[config.mk]
export PLATFORM = sky130hd
export DESIGN_NAME = red_queue_drop_decider
export DESIGN_NICKNAME = d
export VERILOG_FILES = /design/src/design/rqd_pkg.sv /design/src/design/rqd_mul.sv /design/src/design/rqd_div.sv /design/src/design/rqd_avg.sv /design/src/design/red_queue_drop_decider.sv
export SDC_FILE = /design/constraint.sdc
export NUM_CORES = 2
export LEC_CHECK = 0
export BUFFER_PORTS_ARGS = -buffer_cell sky130_fd_sc_hd__buf_2
export CORE_UTILIZATION = 45
export CTS_CLUSTER_DIAMETER = 50
export DETAILED_ROUTE_END_ITERATION = 8
export PLACE_DENSITY = 0.66
export SLEW_MARGIN = 20
export SYNTH_ARGS = -nofsm -noshare
export SYNTH_HDL_FRONTEND = slang
export SYNTH_SLANG_ARGS = --single-unit
[constraint.sdc]
create_clock -name clk_i -period 11.35 [get_ports clk_i]
set_clock_uncertainty 0.05 [all_clocks]
set_input_delay 0.5675 -clock clk_i [delete_from_list [all_inputs] [get_ports clk_i]]
set_output_delay 0.5675 -clock clk_i [all_outputs]
set_load 0.03 [all_outputs]
[src/design/rqd_pkg.sv]
// Shared types, widths, register codes and reset values for the RED drop decider.
package rqd_pkg;

  localparam int unsigned QLEN_W     = 16;
  localparam int unsigned TICK_W     = 32;
  localparam int unsigned AVG_W      = 32;
  localparam int unsigned FRAC_W     = 16;
  localparam int unsigned PROB_W     = 16;
  localparam int unsigned SHIFT_W    = 4;
  localparam int unsigned CNT_W      = 17;
  localparam int unsigned CAUSE_W    = 2;
  localparam int unsigned CFG_IDX_W  = 3;
  localparam int unsigned CFG_DATA_W = 16;

  // Serial multiplier: 32-bit multiplicand, 16-bit multiplier.
  localparam int unsigned MUL_A_W = 32;
  localparam int unsigned MUL_B_W = 16;
  localparam int unsigned MUL_P_W = MUL_A_W + MUL_B_W;

  // Serial divider: 48-bit dividend, 32-bit divisor, 16-bit quotient.
  localparam int unsigned DIV_D_W = 32;
  localparam int unsigned DIV_Q_W = 16;
  localparam int unsigned DIV_N_W = DIV_D_W + DIV_Q_W;

  localparam int unsigned IDLE_LIMIT_DEF = 1024;

  localparam logic [SHIFT_W-1:0] WEIGHT_SHIFT_RST = 4'd9;
  localparam logic [QLEN_W-1:0]  MIN_TH_RST       = 16'd5;
  localparam logic [QLEN_W-1:0]  MAX_TH_RST       = 16'd15;
  localparam logic [PROB_W-1:0]  MAX_PROB_RST     = 16'd1311;
  localparam logic [PROB_W-1:0]  DROP_LEVEL_RST   = 16'd983;

  // Count runs from minus one up to a saturation value.
  localparam logic [CNT_W-1:0] CNT_MINUS_ONE = {CNT_W{1'b1}};
  localparam logic [CNT_W-1:0] CNT_MAX       = {1'b0, {(CNT_W-1){1'b1}}};

  typedef enum logic [CFG_IDX_W-1:0] {
    CFG_WEIGHT_SHIFT = 3'd0,
    CFG_MIN_TH       = 3'd1,
    CFG_MAX_TH       = 3'd2,
    CFG_MAX_PROB     = 3'd3,
    CFG_DROP_LEVEL   = 3'd4
  } cfg_idx_e;

  localparam logic [CAUSE_W-1:0] CAUSE_NONE   = 2'd0;
  localparam logic [CAUSE_W-1:0] CAUSE_EARLY  = 2'd1;
  localparam logic [CAUSE_W-1:0] CAUSE_FORCED = 2'd2;

  typedef struct packed {
    logic [QLEN_W-1:0] queue_len;
    logic [TICK_W-1:0] now_tick;
  } rqd_in_t;

  typedef struct packed {
    logic               drop;
    logic [CAUSE_W-1:0] drop_cause;
    logic [AVG_W-1:0]   avg_queue;
  } rqd_out_t;

  typedef struct packed {
    logic              start;
    logic              track;
    logic [QLEN_W-1:0] queue_len;
  } avg_req_t;

  typedef struct packed {
    logic               start;
    logic [MUL_A_W-1:0] mcand;
    logic [MUL_B_W-1:0] mplier;
  } mul_req_t;

  typedef struct packed {
    logic               start;
    logic [DIV_N_W-1:0] dividend;
    logic [DIV_D_W-1:0] divisor;
  } div_req_t;

  typedef enum logic [1:0] {
    AVG_IDLE,
    AVG_STEP,
    AVG_DECAY
  } avg_state_e;

  typedef enum logic [2:0] {
    ST_IDLE,
    ST_AVG,
    ST_CMP,
    ST_MUL1,
    ST_DIV,
    ST_MUL2,
    ST_MUL3,
    ST_FIN
  } rqd_state_e;

endpackage

[src/design/rqd_mul.sv]
// Bit-serial shift-and-add multiplier, one multiplier bit per cycle.
module rqd_mul (
  input  logic                            clk_i,
  input  logic                            rst_ni,
  input  rqd_pkg::mul_req_t               req_i,
  output logic                            done_o,
  output logic [rqd_pkg::MUL_P_W-1:0]     prod_o
);

  localparam int unsigned AW   = rqd_pkg::MUL_A_W;
  localparam int unsigned BW   = rqd_pkg::MUL_B_W;
  localparam int unsigned PW   = rqd_pkg::MUL_P_W;
  localparam int unsigned CntW = $clog2(BW + 1);

  logic [AW-1:0]   mcand_q;
  logic [PW-1:0]   prod_q, prod_d;
  logic [CntW-1:0] cnt_q, cnt_d;
  logic            busy_q, busy_d;
  logic            done_q, done_d;
  logic [AW:0]     sum;

  always_comb begin
    // add the multiplicand into the upper half when the low bit is set
    sum    = {1'b0, prod_q[PW-1:BW]} + (prod_q[0] ? {1'b0, mcand_q} : '0);
    prod_d = prod_q;
    cnt_d  = cnt_q;
    busy_d = busy_q;
    done_d = 1'b0;
    if (req_i.start) begin
      prod_d = {{AW{1'b0}}, req_i.mplier};
      cnt_d  = CntW'(BW);
      busy_d = 1'b1;
    end else if (busy_q) begin
      prod_d = {sum, prod_q[BW-1:1]};
      cnt_d  = cnt_q - CntW'(1);
      if (cnt_q == CntW'(1)) begin
        busy_d = 1'b0;
        done_d = 1'b1;
      end
    end
  end

  always_ff @(posedge clk_i or negedge rst_ni) begin
    if (!rst_ni) begin
      cnt_q  <= '0;
      busy_q <= 1'b0;
      done_q <= 1'b0;
    end else begin
      cnt_q  <= cnt_d;
      busy_q <= busy_d;
      done_q <= done_d;
    end
  end

  always_ff @(posedge clk_i) begin
    prod_q <= prod_d;
    if (req_i.start) begin
      mcand_q <= req_i.mcand;
    end
  end

  assign done_o = done_q;
  assign prod_o = prod_q;

endmodule

[src/design/rqd_div.sv]
// Restoring serial divider, one quotient bit per cycle; dividend must satisfy N < D * 2^16.
module rqd_div (
  input  logic                            clk_i,
  input  logic                            rst_ni,
  input  rqd_pkg::div_req_t               req_i,
  output logic                            done_o,
  output logic [rqd_pkg::DIV_Q_W-1:0]     quo_o
);

  localparam int unsigned DW   = rqd_pkg::DIV_D_W;
  localparam int unsigned QW   = rqd_pkg::DIV_Q_W;
  localparam int unsigned NW   = rqd_pkg::DIV_N_W;
  localparam int unsigned CntW = $clog2(QW + 1);

  logic [DW-1:0]   rem_q, rem_d;
  logic [QW-1:0]   quo_q, quo_d;
  logic [DW-1:0]   dsr_q;
  logic [CntW-1:0] cnt_q, cnt_d;
  logic            busy_q, busy_d;
  logic            done_q, done_d;
  logic [DW:0]     trial, sub;
  logic            ge;

  always_comb begin
    // shift in the next dividend bit and try the subtract
    trial  = {rem_q, quo_q[QW-1]};
    sub    = trial - {1'b0, dsr_q};
    ge     = (trial >= {1'b0, dsr_q});
    rem_d  = rem_q;
    quo_d  = quo_q;
    cnt_d  = cnt_q;
    busy_d = busy_q;
    done_d = 1'b0;
    if (req_i.start) begin
      rem_d  = req_i.dividend[NW-1:QW];
      quo_d  = req_i.dividend[QW-1:0];
      cnt_d  = CntW'(QW);
      busy_d = 1'b1;
    end else if (busy_q) begin
      rem_d = ge ? sub[DW-1:0] : trial[DW-1:0];
      quo_d = {quo_q[QW-2:0], ge};
      cnt_d = cnt_q - CntW'(1);
      if (cnt_q == CntW'(1)) begin
        busy_d = 1'b0;
        done_d = 1'b1;
      end
    end
  end

  always_ff @(posedge clk_i or negedge rst_ni) begin
    if (!rst_ni) begin
      cnt_q  <= '0;
      busy_q <= 1'b0;
      done_q <= 1'b0;
    end else begin
      cnt_q  <= cnt_d;
      busy_q <= busy_d;
      done_q <= done_d;
    end
  end

  always_ff @(posedge clk_i) begin
    rem_q <= rem_d;
    quo_q <= quo_d;
    if (req_i.start) begin
      dsr_q <= req_i.divisor;
    end
  end

  assign done_o = done_q;
  assign quo_o  = quo_q;

endmodule

[src/design/rqd_avg.sv]
// Average queue length register with tracking update and iterative idle decay.
module rqd_avg #(
  parameter int unsigned IDLE_W = $clog2(rqd_pkg::IDLE_LIMIT_DEF + 1)
) (
  input  logic                            clk_i,
  input  logic                            rst_ni,
  input  rqd_pkg::avg_req_t               req_i,
  input  logic [IDLE_W-1:0]               ticks_i,
  input  logic [rqd_pkg::SHIFT_W-1:0]     shift_i,
  output logic                            done_o,
  output logic [rqd_pkg::AVG_W-1:0]       avg_o
);

  localparam int unsigned AW = rqd_pkg::AVG_W;
  localparam int unsigned FW = rqd_pkg::FRAC_W;

  rqd_pkg::avg_state_e state_q, state_d;

  logic [AW-1:0]     avg_q, avg_d;
  logic [AW-1:0]     diff_q, diff_d;
  logic              up_q, up_d;
  logic [IDLE_W-1:0] ticks_q, ticks_d;
  logic [AW-1:0]     target;
  logic [FW:0]       round_mask;
  logic [AW:0]       ceil_sum;
  logic              decay_end;

  assign target     = {req_i.queue_len, {FW{1'b0}}};
  assign round_mask = ((FW+1)'(1) << shift_i) - (FW+1)'(1);
  assign ceil_sum   = {1'b0, diff_q} + {{(AW-FW){1'b0}}, round_mask};
  assign decay_end  = (ticks_q == '0) || (avg_q == '0);

  always_comb begin
    state_d = state_q;
    case (state_q)
      rqd_pkg::AVG_IDLE: begin
        if (req_i.start) begin
          state_d = req_i.track ? rqd_pkg::AVG_STEP : rqd_pkg::AVG_DECAY;
        end
      end
      rqd_pkg::AVG_STEP: begin
        state_d = rqd_pkg::AVG_IDLE;
      end
      rqd_pkg::AVG_DECAY: begin
        if (decay_end) begin
          state_d = rqd_pkg::AVG_IDLE;
        end
      end
      default: begin
        state_d = rqd_pkg::AVG_IDLE;
      end
    endcase
  end

  always_comb begin
    avg_d   = avg_q;
    diff_d  = diff_q;
    up_d    = up_q;
    ticks_d = ticks_q;
    done_o  = 1'b0;
    case (state_q)
      rqd_pkg::AVG_IDLE: begin
        // capture the distance to the target and the idle tick count
        if (req_i.start) begin
          up_d    = (target >= avg_q);
          diff_d  = (target >= avg_q) ? (target - avg_q) : (avg_q - target);
          ticks_d = ticks_i;
        end
      end
      rqd_pkg::AVG_STEP: begin
        // rising: truncate the step; falling: round the step up
        done_o = 1'b1;
        avg_d  = up_q ? (avg_q + (diff_q >> shift_i))
                      : (avg_q - AW'(ceil_sum >> shift_i));
      end
      rqd_pkg::AVG_DECAY: begin
        if (decay_end) begin
          done_o = 1'b1;
        end else begin
          avg_d   = avg_q - (avg_q >> shift_i);
          ticks_d = ticks_q - IDLE_W'(1);
        end
      end
      default: begin
        done_o = 1'b0;
      end
    endcase
  end

  always_ff @(posedge clk_i or negedge rst_ni) begin
    if (!rst_ni) begin
      state_q <= rqd_pkg::AVG_IDLE;
      avg_q   <= '0;
      ticks_q <= '0;
    end else begin
      state_q <= state_d;
      avg_q   <= avg_d;
      ticks_q <= ticks_d;
    end
  end

  always_ff @(posedge clk_i) begin
    diff_q <= diff_d;
    up_q   <= up_d;
  end

  assign avg_o = avg_q;

endmodule

[src/design/red_queue_drop_decider.sv]
// Top level of the random early detection drop decider.
//
//   channel  direction  handshake                 transfer payload
//   in       input      in_valid_i / in_stall_o   rqd_in_t  (queue_len, now_tick)
//   out      output     out_valid_o / out_stall_i rqd_out_t (drop, drop_cause, avg_queue)
//   cfg      input      cfg_we_i                  cfg_idx_i, cfg_data_i
//
// One item at a time. Average update: a tracking step when the queue is
// non-empty, or one decay step per idle tick, up to IDLE_LIMIT, when it is empty
// (decay stops early once the average reaches zero). Outside the threshold band
// the compare state goes straight to the final state; inside the band the
// 16-step serial multiplier runs up to three times and the 16-step serial
// divider once. A finished result sits in the output register, so the next
// item can be taken while it waits under out_stall_i. Reset is asynchronous,
// active low, and puts control and config registers at their reset values.
module red_queue_drop_decider #(
  parameter int unsigned IDLE_LIMIT = rqd_pkg::IDLE_LIMIT_DEF
) (
  input  logic                               clk_i,
  input  logic                               rst_ni,
  input  logic                               in_valid_i,
  output logic                               in_stall_o,
  input  rqd_pkg::rqd_in_t                   in_data_i,
  output logic                               out_valid_o,
  input  logic                               out_stall_i,
  output rqd_pkg::rqd_out_t                  out_data_o,
  input  logic                               cfg_we_i,
  input  logic [rqd_pkg::CFG_IDX_W-1:0]      cfg_idx_i,
  input  logic [rqd_pkg::CFG_DATA_W-1:0]     cfg_data_i
);

  localparam int unsigned IdleW = $clog2(IDLE_LIMIT + 1);
  localparam int unsigned TickW = rqd_pkg::TICK_W;
  localparam int unsigned AW    = rqd_pkg::AVG_W;
  localparam int unsigned FW    = rqd_pkg::FRAC_W;
  localparam int unsigned CW    = rqd_pkg::CNT_W;
  localparam int unsigned PW    = rqd_pkg::MUL_P_W;
  localparam int unsigned PBW   = rqd_pkg::PROB_W;
  localparam logic [TickW-1:0] IdleLimitTick = TickW'(IDLE_LIMIT);
  localparam logic [IdleW-1:0] IdleLimitCnt  = IdleW'(IDLE_LIMIT);

  // configuration registers
  logic [rqd_pkg::SHIFT_W-1:0] weight_shift_q;
  logic [rqd_pkg::QLEN_W-1:0]  min_th_q;
  logic [rqd_pkg::QLEN_W-1:0]  max_th_q;
  logic [PBW-1:0]              max_prob_q;
  logic [PBW-1:0]              drop_level_q;

  always_ff @(posedge clk_i or negedge rst_ni) begin
    if (!rst_ni) begin
      weight_shift_q <= rqd_pkg::WEIGHT_SHIFT_RST;
      min_th_q       <= rqd_pkg::MIN_TH_RST;
      max_th_q       <= rqd_pkg::MAX_TH_RST;
      max_prob_q     <= rqd_pkg::MAX_PROB_RST;
      drop_level_q   <= rqd_pkg::DROP_LEVEL_RST;
    end else if (cfg_we_i) begin
      case (cfg_idx_i)
        rqd_pkg::CFG_WEIGHT_SHIFT: weight_shift_q <= cfg_data_i[rqd_pkg::SHIFT_W-1:0];
        rqd_pkg::CFG_MIN_TH:       min_th_q       <= cfg_data_i;
        rqd_pkg::CFG_MAX_TH:       max_th_q       <= cfg_data_i;
        rqd_pkg::CFG_MAX_PROB:     max_prob_q     <= cfg_data_i;
        rqd_pkg::CFG_DROP_LEVEL:   drop_level_q   <= cfg_data_i;
        default: begin
          // unused index: ignore the write
        end
      endcase
    end
  end

  // control state and working registers
  rqd_pkg::rqd_state_e state_q, state_d;

  logic [TickW-1:0]           idle_since_q;
  logic [CW-1:0]              count_q, count_d;
  logic [PBW-1:0]             pb_q, pb_d;
  logic                       drop_q, drop_d;
  logic [rqd_pkg::CAUSE_W-1:0] cause_q, cause_d;
  logic                       out_valid_q, out_valid_d;
  rqd_pkg::rqd_out_t          out_data_q, out_data_d;
  logic                       out_load;

  logic                       in_accept;
  logic [TickW-1:0]           elapsed;
  logic [IdleW-1:0]           idle_ticks;

  rqd_pkg::avg_req_t          avg_req;
  rqd_pkg::mul_req_t          mul_req;
  rqd_pkg::div_req_t          div_req;
  logic                       avg_done, mul_done, div_done;
  logic [AW-1:0]              avg_val;
  logic [PW-1:0]              mul_prod;
  logic [rqd_pkg::DIV_Q_W-1:0] div_quo;

  logic [AW-1:0]              lo_th, hi_th;
  logic                       forced, below;
  logic [CW-1:0]              count_inc;
  logic                       cp_big;
  logic                       pa_hit;

  assign in_stall_o = (state_q != rqd_pkg::ST_IDLE);
  assign in_accept  = in_valid_i && !in_stall_o;

  // saturate the idle tick count; the subtraction wraps with the tick counter
  assign elapsed    = in_data_i.now_tick - idle_since_q;
  assign idle_ticks = (elapsed > IdleLimitTick) ? IdleLimitCnt : elapsed[IdleW-1:0];

  assign lo_th     = {min_th_q, {FW{1'b0}}};
  assign hi_th     = {max_th_q, {FW{1'b0}}};
  assign forced    = (avg_val >= hi_th);
  assign below     = (avg_val < lo_th);
  assign count_inc = (count_q == rqd_pkg::CNT_MAX) ? count_q : count_q + CW'(1);
  // count * pb of at least one: drop without forming pa
  assign cp_big    = |mul_prod[PW-1:FW];
  // pa >= drop_level  <=>  pb << 16 >= drop_level * (65536 - count*pb)
  assign pa_hit    = (mul_prod <= {{(PW-PBW-FW){1'b0}}, pb_q, {FW{1'b0}}});

  rqd_avg #(
    .IDLE_W (IdleW)
  ) u_avg (
    .clk_i   (clk_i),
    .rst_ni  (rst_ni),
    .req_i   (avg_req),
    .ticks_i (idle_ticks),
    .shift_i (weight_shift_q),
    .done_o  (avg_done),
    .avg_o   (avg_val)
  );

  rqd_mul u_mul (
    .clk_i  (clk_i),
    .rst_ni (rst_ni),
    .req_i  (mul_req),
    .done_o (mul_done),
    .prod_o (mul_prod)
  );

  rqd_div u_div (
    .clk_i  (clk_i),
    .rst_ni (rst_ni),
    .req_i  (div_req),
    .done_o (div_done),
    .quo_o  (div_quo)
  );

  // next state
  always_comb begin
    state_d = state_q;
    case (state_q)
      rqd_pkg::ST_IDLE: begin
        if (in_accept) begin
          state_d = rqd_pkg::ST_AVG;
        end
      end
      rqd_pkg::ST_AVG: begin
        if (avg_done) begin
          state_d = rqd_pkg::ST_CMP;
        end
      end
      rqd_pkg::ST_CMP: begin
        state_d = (forced || below) ? rqd_pkg::ST_FIN : rqd_pkg::ST_MUL1;
      end
      rqd_pkg::ST_MUL1: begin
        if (mul_done) begin
          state_d = rqd_pkg::ST_DIV;
        end
      end
      rqd_pkg::ST_DIV: begin
        if (div_done) begin
          state_d = rqd_pkg::ST_MUL2;
        end
      end
      rqd_pkg::ST_MUL2: begin
        if (mul_done) begin
          state_d = cp_big ? rqd_pkg::ST_FIN : rqd_pkg::ST_MUL3;
        end
      end
      rqd_pkg::ST_MUL3: begin
        if (mul_done) begin
          state_d = rqd_pkg::ST_FIN;
        end
      end
      rqd_pkg::ST_FIN: begin
        if (out_load) begin
          state_d = rqd_pkg::ST_IDLE;
        end
      end
      default: begin
        state_d = rqd_pkg::ST_IDLE;
      end
    endcase
  end

  // datapath control and unit launches
  always_comb begin
    avg_req  = '0;
    mul_req  = '0;
    div_req  = '0;
    count_d  = count_q;
    pb_d     = pb_q;
    drop_d   = drop_q;
    cause_d  = cause_q;
    out_load = 1'b0;
    case (state_q)
      rqd_pkg::ST_IDLE: begin
        avg_req.start     = in_accept;
        avg_req.track     = (in_data_i.queue_len != '0);
        avg_req.queue_len = in_data_i.queue_len;
      end
      rqd_pkg::ST_CMP: begin
        drop_d  = 1'b0;
        cause_d = rqd_pkg::CAUSE_NONE;
        if (forced) begin
          drop_d  = 1'b1;
          cause_d = rqd_pkg::CAUSE_FORCED;
          count_d = '0;
        end else if (below) begin
          count_d = rqd_pkg::CNT_MINUS_ONE;
        end else begin
          // in the band: pb numerator is max_prob * (avg - min)
          count_d        = count_inc;
          mul_req.start  = 1'b1;
          mul_req.mcand  = avg_val - lo_th;
          mul_req.mplier = max_prob_q;
        end
      end
      rqd_pkg::ST_MUL1: begin
        if (mul_done) begin
          div_req.start    = 1'b1;
          div_req.dividend = mul_prod;
          div_req.divisor  = hi_th - lo_th;
        end
      end
      rqd_pkg::ST_DIV: begin
        if (div_done) begin
          pb_d           = div_quo;
          mul_req.start  = 1'b1;
          mul_req.mcand  = {{(AW-CW+1){1'b0}}, count_q[CW-2:0]};
          mul_req.mplier = div_quo;
        end
      end
      rqd_pkg::ST_MUL2: begin
        if (mul_done) begin
          if (cp_big) begin
            drop_d  = 1'b1;
            cause_d = rqd_pkg::CAUSE_EARLY;
            count_d = '0;
          end else begin
            mul_req.start  = 1'b1;
            mul_req.mcand  = {{(AW-FW-1){1'b0}},
                              {1'b1, {FW{1'b0}}} - {1'b0, mul_prod[FW-1:0]}};
            mul_req.mplier = drop_level_q;
          end
        end
      end
      rqd_pkg::ST_MUL3: begin
        if (mul_done && pa_hit) begin
          drop_d  = 1'b1;
          cause_d = rqd_pkg::CAUSE_EARLY;
          count_d = '0;
        end
      end
      rqd_pkg::ST_FIN: begin
        // hand the result over once the output register is free
        out_load = !out_valid_q || !out_stall_i;
      end
      default: begin
        out_load = 1'b0;
      end
    endcase
  end

  always_comb begin
    out_valid_d = out_valid_q;
    out_data_d  = out_data_q;
    if (out_load) begin
      out_valid_d          = 1'b1;
      out_data_d.drop      = drop_q;
      out_data_d.drop_cause = cause_q;
      out_data_d.avg_queue = avg_val;
    end else if (out_valid_q && !out_stall_i) begin
      out_valid_d = 1'b0;
    end
  end

  always_ff @(posedge clk_i or negedge rst_ni) begin
    if (!rst_ni) begin
      state_q      <= rqd_pkg::ST_IDLE;
      count_q      <= rqd_pkg::CNT_MINUS_ONE;
      idle_since_q <= '0;
      out_valid_q  <= 1'b0;
    end else begin
      state_q     <= state_d;
      count_q     <= count_d;
      out_valid_q <= out_valid_d;
      // an empty-queue arrival restarts the idle interval
      if (in_accept && (in_data_i.queue_len == '0)) begin
        idle_since_q <= in_data_i.now_tick;
      end
    end
  end

  always_ff @(posedge clk_i) begin
    pb_q       <= pb_d;
    drop_q     <= drop_d;
    cause_q    <= cause_d;
    out_data_q <= out_data_d;
  end

  assign out_valid_o = out_valid_q;
  assign out_data_o  = out_data_q;

  // drop flag and cause code agree on every result
  assert property (@(posedge clk_i) disable iff (!rst_ni)
    out_valid_o |-> (out_data_o.drop == (out_data_o.drop_cause != rqd_pkg::CAUSE_NONE)))
    else $error("drop flag and drop cause disagree");

  // a freshly loaded drop leaves the count at zero
  assert property (@(posedge clk_i) disable iff (!rst_ni)
    ($rose(out_valid_o) && out_data_o.drop) |-> (count_q == '0))
    else $error("count not cleared on drop");

  // divider launched only with a quotient that fits its width
  assert property (@(posedge clk_i) disable iff (!rst_ni)
    div_req.start |-> (div_req.dividend[PW-1:FW] < div_req.divisor))
    else $error("divider operands out of range");

  // a result is loaded only from the final state
  assert property (@(posedge clk_i) disable iff (!rst_ni)
    $rose(out_valid_o) |-> ($past(state_q) == rqd_pkg::ST_FIN))
    else $error("result loaded outside the final state");

endmodule
==> impl_summary.log <==
[metrics] vias per inst: between 6 and 7
[metrics] synth unique cells: 108
[metrics] Hold Vio Cnt, Final: 0
[metrics] arrival time reported for the critical path endpoint: 11040 ps
[metrics] post-placement cell area: 36300 um2
[metrics] via count: about 32000
[metrics] GRT Total Usage: 27.4%
[metrics] kind of path behind the tightest hold check: input pin to flop
[metrics] number of flops mapped to enable cells by yosys: approximately 200
[metrics] maximum ir drop on the vdd rail: between 0.1 and 0.15 mV
[metrics] site row count: 101
[metrics] total I/O pin count: between 100 and 150
[metrics] FMAX: 0.0945 GHz
[metrics] chip width: 279 um
[metrics] Worst Path Max Fanout: 17
[metrics] largest stage delay on the critical path: 740 ps
[metrics] net total in the final layout: 4482
[metrics] number of maximum-capacitance violations: 0
[metrics] number of buffers on the longest clock path: 3
[metrics] post-synthesis sequential area ratio: 32.3%
[metrics] total iterations of the first detailed-routing run: 9
[metrics] Setup TNS Final: 0 ps
[metrics] Inserted Diodes: 0
[metrics] number of antenna violations at the first check in global routing: 2
[metrics] clock tree from TritonCTS: yes
[metrics] Final Slew Violations: 0
[metrics] Net Count, Synth: 4460
[metrics] Setup crit end kind: flop
[metrics] Final setup viols: 0
[metrics] number of DRC violations after detailed-routing iteration 0: 3187
[metrics] Synth top area share: between 10% and 20%
[metrics] remaining global-route overflow: 0
[metrics] leakage dissipation: 16.2 nW
[metrics] area grow syn2layout: 10.1%
[metrics] I/O Buffers: between 100 and 150
[metrics] Die Y-Extent: roughly 280 um
[metrics] Required @ worst endpoint: 11810 ps
[metrics] layout filler cell count: 7358
[metrics] dominant synthesized flop cell: edfxtp_1
[metrics] first-pass GRT wire length: 170 mm
[metrics] number of H-tree levels: 2
[metrics] Core Area: 76100 um2
[metrics] library cell with the largest summed area after synthesis: edfxtp_1
[metrics] synth warn: 0
[metrics] final standard cell area without fillers: 38100 um2
[metrics] unrepaired setup endpoints after global routing: no
[metrics] final worst path period need: about 11000 ps
[metrics] async set-or-reset flop fraction in the synthesized netlist: 43.8%
[metrics] cell count after synthesis: around 4100
[metrics] remaining design rule violation count: 0
[metrics] CTS Root Cell: clkbuf_16
[metrics] Worst Max-Slew Pin Slew: 1100 ps
[metrics] worst slew slack as a fraction of its limit: 26.3%
[metrics] register bit total from synthesis: 411
[metrics] Crit Path Class: flop to flop
[metrics] power density over the cells: 152 nW/um2
[metrics] average wire length per cell after detail routing: about 21 um
[metrics] Worst-Skew Late Latency: 610 ps
[metrics] type of origin of the critical path: flop
[metrics] layout cells sized above 1: a little under an eighth
[metrics] status: finished clean
[metrics] period utilisation layout: 93.2%
[metrics] number of nets with antenna violations after routing: 0
[metrics] TritonCTS buffer count: 52
[metrics] multi-input combinational cell area: approximately 22000 um2
[metrics] Final Routed Wirelength: 109 mm
[metrics] register area: ~11000 um2
[metrics] mean instance size in the synthesized netlist: 8.36 um2
[metrics] maximum number of pins on one net before global-route repair: around 110
[metrics] largest cells by area after synthesis: edfxtp_1 (17%), dfrtp_1 (10%), ha_1 (8.6%)
[metrics] CTS sink cnt: 411
[metrics] Post-Syn Area: 34600 um2
[metrics] global placer's final weighted congestion: 0.984
[metrics] Critical Path Slowest Stage Cell: dfstp_4
[metrics] vias in the first global route: 29800
[metrics] clk slew on worst S/H paths: 60 ps
[metrics] total die area: 78100 um2
[metrics] effective utilization at floorplan: a little under half
[metrics] detailed placement HPWL: around 80 mm
[metrics] cell occurring most often along the worst timing path: o21ai_0
## timing repair
| item | in CTS | in global routing |
|---|---|---|
| endpoints found under the hold margin | 72 | 0 |
| setup endpoints to repair | 0 | 1 |
| setup buffers | 0 | 0 |
| hold buffers | 1 | 0 |
| gates resized for setup | 0 | 12 |
## placed cells by master (no fill, tap or decap), types with 40 or more instances in the layout
master	n
nor2b_1	40
nor2_1	359
nand2_1	518
and2_1	55
nand2b_1	44
a21oi_1	296
a21o_1	74
nand3_1	95
buf_4	73
clkbuf_16	53
nor4_1	52
a211oi_1	51
mux2i_1	104
edfxtp_1	199
buf_2	107
o21ai_0	294
dfrtp_1	138
mux2_2	58
xor2_1	74
xnor2_1	111
or3_1	41
inv_1	252
ha_1	235
nor3_1	114
## metal layers
layer | up-vias | share of wire (%) | track usage, %
li1 | 15200 | - | -
met3 | 212 | 8.2 | 4.39
met5 | - | 0.012 | 0
met2 | 1291 | 43 | 42.1
met1 | 15100 | 45 | 39.6
met4 | 2 | 2.9 | 8.03
## registers in the layout, indices dropped and copies added (netlist names), 16 cells and up
| name | count |
|---|---|
| u_div.quo_o | 16 |
| u_avg.avg_o | 32 |
| u_div.rem_q | 32 |
| pb_q | 16 |
| u_mul.prod_o | 48 |
| max_th_q | 16 |
| drop_level_q | 16 |
| max_prob_q | 16 |
| out_data_o | 35 |
| u_avg.diff_q | 32 |
| min_th_q | 16 |
| u_mul.mcand_q | 32 |
| u_div.dsr_q | 16 |
| idle_since_q | 32 |
| count_q | 17 |
## cell families after synthesis
| kind of cell | share of synthesized area, % |
|---|---|
| compound gates | 21.7 |
| xor+xnor | 4.68 |
| fa+ha+maj | 9.02 |
| buf+inv | 5.25 |
| flops | 32.3 |
| mux | 6.84 |
| other cells | 0.0108 |
| simple gates | 20.2 |
## worst max-delay path: cells and delay by family, from the launching register on
family | cells | cell delay, ps
adder cells (fa/ha/maj) | 3 | 1300
buffers and inverters | 2 | 350
AO/OA/AOI/OAI | 23 | 5290
XOR/XNOR | 2 | 290
flip-flops | 1 | 740
AND/OR/NAND/NOR | 12 | 2460
## cell type report
type / instances / area share, %
clock inverter: 32 / 0.906
multi-input combinational: 3259 / 57.1
inverter: 258 / 2.54
clock buffer: 66 / 3.76
tap: 1030 / 3.38
sequential: 411 / 29.3
timing repair buffer: 183 / 2.96
## metrics by stage
step / instances / setup WS (ps) / total power, mW / utilization (%) / hold slack [ps]
3_5_place_dp: 5140 / 631 / 4.04 / 47.7 / 359
4_1_cts: 5239 / 521 / 5.75 / 50.0 / 109
6_report: 5239 / 773 / 5.79 / 50.1 / 139
3_3_place_gp: 5140 / 726 / 4.02 / 47.7 / 354
2_1_floorplan: 4143 / 5.54 / 3.42 / - / 222
5_1_grt: 5239 / 15.8 / 6.10 / 50.1 / 125
## cell usage after synthesis (29+ instances only)
master      n
nor4_1     52
mux4_2     29
xnor2_1   111
a21o_1     74
nand2b_1   44
nor2b_1    41
xor2_1     74
buf_1      32
a222oi_1   33
or3_1      42
and2_1     55
edfxtp_1  199
dfxtp_1    32
nor3_1    119
o211ai_1   39
nand2_1   519
o21ai_0   297
clkbuf_1  165
and3_1     39
o21a_1     39
ha_1      237
nor2_1    361
a211oi_1   51
o31ai_1    33
a21oi_1   300
nand3_1    95
dfstp_2    40
mux2i_1   105
dfrtp_1   140
inv_1     255
mux2_2     58
## power by group
group | switching [mW] | total [mW] | leakage, nW | internal [mW]
logic | 1.54 | 2.43 | 11.3 | 0.896
clock network | 0.711 | 1.70 | 0.885 | 0.985
registers | 0.0447 | 1.66 | 4.01 | 1.62
## worst paths after layout
path,from,to,slack (ps),cells after the start
worst min-delay path,in_data_i[18],idle_since_q[18],140,3
min in group asynchronous,rst_ni,idle_since_q[0],490,2
max in group asynchronous,rst_ni,max_prob_q[6],8850,4
worst max-delay path,weight_shift_q[3],u_avg.avg_o[31],770,42
worst max register to register,weight_shift_q[3],u_avg.avg_o[31],770,42
worst min register to register,cause_q[1],out_data_o[33],370,0
Power figures use the tool's default switching activity.
